File: config.mk
export PLATFORM = sky130hd
export DESIGN_NAME = pfcb_ram
export DESIGN_NICKNAME = d
export VERILOG_FILES = /design/src/hw/rtl/pfcb_ram.sv
export SDC_FILE = /design/constraint.sdc
export NUM_CORES = 2
export LEC_CHECK = 0
export BUFFER_PORTS_ARGS = -buffer_cell sky130_fd_sc_hd__buf_4
export CAP_MARGIN = 20
export CORE_MARGIN = 2
export CORE_UTILIZATION = 40
export CTS_CLUSTER_DIAMETER = 200
export DETAILED_ROUTE_END_ITERATION = 8
export PLACE_DENSITY = 0.55
export SLEW_MARGIN = 20
export SYNTH_ARGS = -nofsm -noshare
export SYNTH_HDL_FRONTEND = slang
export SYNTH_SLANG_ARGS = --single-unit
File: constraint.sdc
create_clock -name clk_i -period 2.37 [get_ports clk_i]
set_input_delay 0.237 -clock clk_i [delete_from_list [all_inputs] [get_ports clk_i]]
set_output_delay 0.237 -clock clk_i [all_outputs]
set_load 0.01 [all_outputs]
File: src/hw/rtl/pfcb_ram.sv
// Generic single-write, single-read RAM with registered read data.
module pfcb_ram #(
  parameter int WIDTH = 16,
  parameter int DEPTH = 256
) (
  input  logic                     clk_i,
  input  logic                     we_i,
  input  logic [$clog2(DEPTH)-1:0] waddr_i,
  input  logic [WIDTH-1:0]         wdata_i,
  input  logic                     re_i,
  input  logic [$clog2(DEPTH)-1:0] raddr_i,
  output logic [WIDTH-1:0]         rdata_o
);

  logic [WIDTH-1:0] mem_q [DEPTH];
  logic [WIDTH-1:0] rdata_q;

  always_ff @(posedge clk_i) begin
    if (we_i) begin
      mem_q[waddr_i] <= wdata_i;
    end
    if (re_i) begin
      rdata_q <= mem_q[raddr_i];
    end
  end

  assign rdata_o = rdata_q;

endmodule

==> impl_results.md <==
* Outcome: finished, violations left
* Failing checks: negative setup slack
* Residual DRC count at 0
* Post-CTS Setup Repair Bufs at 0
* WL per Instance at approximately 32 um
* TritonRoute pass-1 iters at 5
* Avg Inst Size Synth at between 20 and 25 um2
* Syn Std Cell Area at 159000 um2
* IR drop worst, VDD at between 600 and 700 uV
* M1 WL at roughly 190000 um
* Post-Syn Instances at around 7400
* Slew @ Worst Pin at 1.00 ns
* Critical path's slowest cell: mux4_2
* Final net count at between 8000 and 9000
* Layout cells sized above 1 at 32.4%
* Final wirelength at between 400000 and 500000 um
* Tmin final at 2.71 ns
* Drt via density at between 5 and 6
* Detailed placement HPWL at roughly 290000 um
* DR vias at 81164
* Worst hold slack at 0.0990 ns
* Fin crit share at 114%
* Antenna-violating nets left at 0
* TritonCTS Buffers at 423
* Clock skew after layout at just over 0.06 ns
* Global route overflow at 0
* Worst setup EP type: flip-flop
* Unrepaired setup endpoints after global routing: yes
* CTS clk-pin slew, worst paths at ~0.06 ns
* Worst hold start: waddr_i[3]
* Crit-path most repeated cell: mux4_2
* Ys Warns at 0
* Filler cell count at approximately 32000
* R2r setup slk at -0.34 ns
* Die Span Y at 634 um
* #FFs+latches synth at around 4100
* Metal3 WL at about 32000 um
* Fin. Hold Viols at 0
* Hold Crit Depth at 4
* Critical path peak fanout at 1
* CP Launch Point: mem_q[56][4]
* Largest buffer count on any clock path at 4
* Syn_nets at roughly 7400
* Synth unique cells at 51
* Slowest stage delay, CP at around 0.54 ns
* CTS Sinks at between 4000 and 5000
* Core area at 396000 um2
* DIE WIDTH at 634 um
* R2r startpoint: mem_q[56][4]
* MaxCap Viol Count at 0
* Pwr dens at approximately 800 nW/um2
* CP Cell Sequence: mux4_2 > mux4_2 > a22o_4 > o32ai_4 > buf_12 > nor4_2
* Place WS at -1.43 ns
* Max layer used: met4
* Vias in the first global route at 81584
* Worst R2R End: rdata_o[4]
* Ys flop type: edfxtp_1
* Starting Density at approximately two fifths
* Initial drt markers at around 9600
* GPL Wtd Cong at a little under 0.9
* Met2 Wirelength at about 220000 um
* Data arrival, critical path at 3.42 ns
* Asr flop ratio synth at 0%
* Max-slew violation count at 0
* Rows at around 230
* Finished Cell Area at around 190000 um2
* End of the worst hold path: mem_q[158][12]
* PortBufs at 50
* Area grow syn2layout at 20.3%
* Setup-failing EPs final at 16
* TritonCTS clock tree: yes
* Hold WC Path Type: input pin to flip-flop
* EDFF count, synth at a little over 4000
* Placed Area at ~180000 um2
* Clock Tree Root: clkbuf_16
* Worst path required time at just over 3 ns
* Antenna violations before repair at 18
* Startpoint types: flip-flop
* Clock latency on the worst-skew pair at between 0.9 and 1 ns
* Slew headroom at around 33%
* Htree depth at 5
* Lkg Pwr at around 62 nW
* Ports at 51
* Die area at 402000 um2
* Setup WS post-layout at -0.336 ns
* R2R cell count at 6
* Total Routing Usage GR at between 20% and 30%
* Max frequency at roughly 0.37 GHz
* Register area share after synthesis at between 70% and 80%
* Largest net degree at the start of global routing at 97
* First-pass GRT wire length at approximately 630000 um
* WS Path Type: flip-flop to flip-flop
[power breakdown]
| group | total, mW | switching (mW) | internal (mW) |
|---|---|---|---|
| sequential | 80.3 | 0.126 | 80.2 |
| clock | 65.8 | 28.1 | 37.7 |
| combinational | 9.09 | 5.48 | 3.61 |
| total | 155 | 33.8 | 122 |
[metrics by stage]
stage / setup TNS [ns] / cells / utilization (%) / power (mW)
detailed placement: -17.74 / 13345 / 44.6 / 90.7
finish: -2.25 / 14146 / 48.3 / 155
global placement: -18.01 / 13344 / 44.6 / 90.6
global route: -3.23 / 14141 / 48.3 / 160
CTS: -2.78 / 14140 / 48.2 / 156
floorplan: -20.20 / 7360 / - / 85.8
[area by class of cell]
class / count / area [um2] / area share, %
repair buffers: 1215 / 13500 / 7.05
clock buffers: 499 / 11000 / 5.74
clock inverters: 275 / 2720 / 1.42
inverters: 4 / 27.5 / 0.0144
well taps: 5242 / 6560 / 3.43
diodes: 7 / 17.5 / 0.00917
multi-input cells: 2792 / 33800 / 17.7
flip-flops and latches: 4112 / 123000 / 64.6
[state kept, by name, indices dropped and copies added, names as in the netlist]
signal and flops:
rdata_o 16, mem_q 4096
[cell usage after synthesis (all sizes together) (2+ instances only)]
master | instances | area, um2
nand4 | 26 | 163
a221oi | 28 | 245
nor4 | 18 | 119
o221ai | 253 | 2220
o22ai | 148 | 926
buf | 222 | 1810
inv | 4 | 15.0
a31oi | 6 | 37.5
mux4 | 797 | 17900
and2 | 2 | 12.5
nor2 | 304 | 1140
mux2i | 565 | 5660
nand3 | 35 | 175
nor2b | 9 | 56.3
o21ai | 38 | 190
or2 | 5 | 31.3
a2111oi | 6 | 52.6
a21o | 2 | 15.0
nand2 | 38 | 143
a22o | 32 | 280
clkbuf | 230 | 863
and4 | 2 | 17.5
a21oi | 175 | 876
o32ai | 21 | 191
mux2 | 88 | 991
and3 | 11 | 68.8
a211oi | 18 | 135
o31ai | 16 | 120
or3 | 2 | 12.5
a22oi | 43 | 323
nor4bb | 2 | 20.0
edfxtp | 4112 | 123000
nor3 | 92 | 460
nand4b | 3 | 26.3
nand2b | 3 | 18.8
[routing by layer]
layer / vias to the layer above / track usage [%]
met2: 3092 / 36.3
met5: - / 0
met1: 43669 / 30.7
li1: 33789 / -
met3: 614 / 3.73
met4: 0 / 6.58
[timing repair]
action                                   CTS  global route
pin swaps                                 27            15
endpoints found under the setup margin    16            16
endpoints found under the hold margin   2496             0
hold buffers                              22             0
gates resized for setup                  109            28
[worst max-delay path by stage]
stage | depth (start not counted) | slack (ns) | endpoint
after floorplan | 6 | -0.03 | mem_q[235][0]
after global placement | 9 | -1.71 | rdata_o[11]
after detailed placement | 11 | -1.43 | rdata_o[11]
after CTS | 6 | -0.41 | rdata_o[11]
after global routing | 6 | -0.38 | rdata_o[4]
final | 6 | -0.34 | rdata_o[4]
[layout by cell type (no fill, tap or decap), types with 10 or more instances in the layout]
cell	instances
a211oi_1	18
a21oi_1	173
a221oi_1	17
a22o_1	13
a22o_4	17
a22oi_1	37
and3_1	11
buf_12	329
buf_4	836
buf_8	17
bufinv_16	42
clkbuf_1	71
clkbuf_16	428
clkinv_1	123
clkinv_16	10
clkinv_2	70
dlygate4sd3_1	22
edfxtp_1	4112
mux2_2	83
mux2i_1	565
mux4_2	797
nand2_1	28
nand3_1	26
nand4_1	26
nor2_1	194
nor2_2	109
nor3_1	88
nor4_2	15
o21ai_0	36
o221ai_1	252
o22ai_1	147
[logic make-up after synthesis]
logic type | after synthesis | share of synthesized area, %
compound gates | 786 | 3.53
mux | 1450 | 15.5
flops | 4112 | 77.7
buf+inv | 456 | 1.69
simple gates | 556 | 1.57
[critical path: cells and delay by family (launching register included)]
kind,cells,cell delay (ns)
buf+inv,1,0.16
flops,1,0.38
compound gates,2,0.82
mux,2,1.03
simple gates,1,0.03
Power figures use the tool's default switching activity.
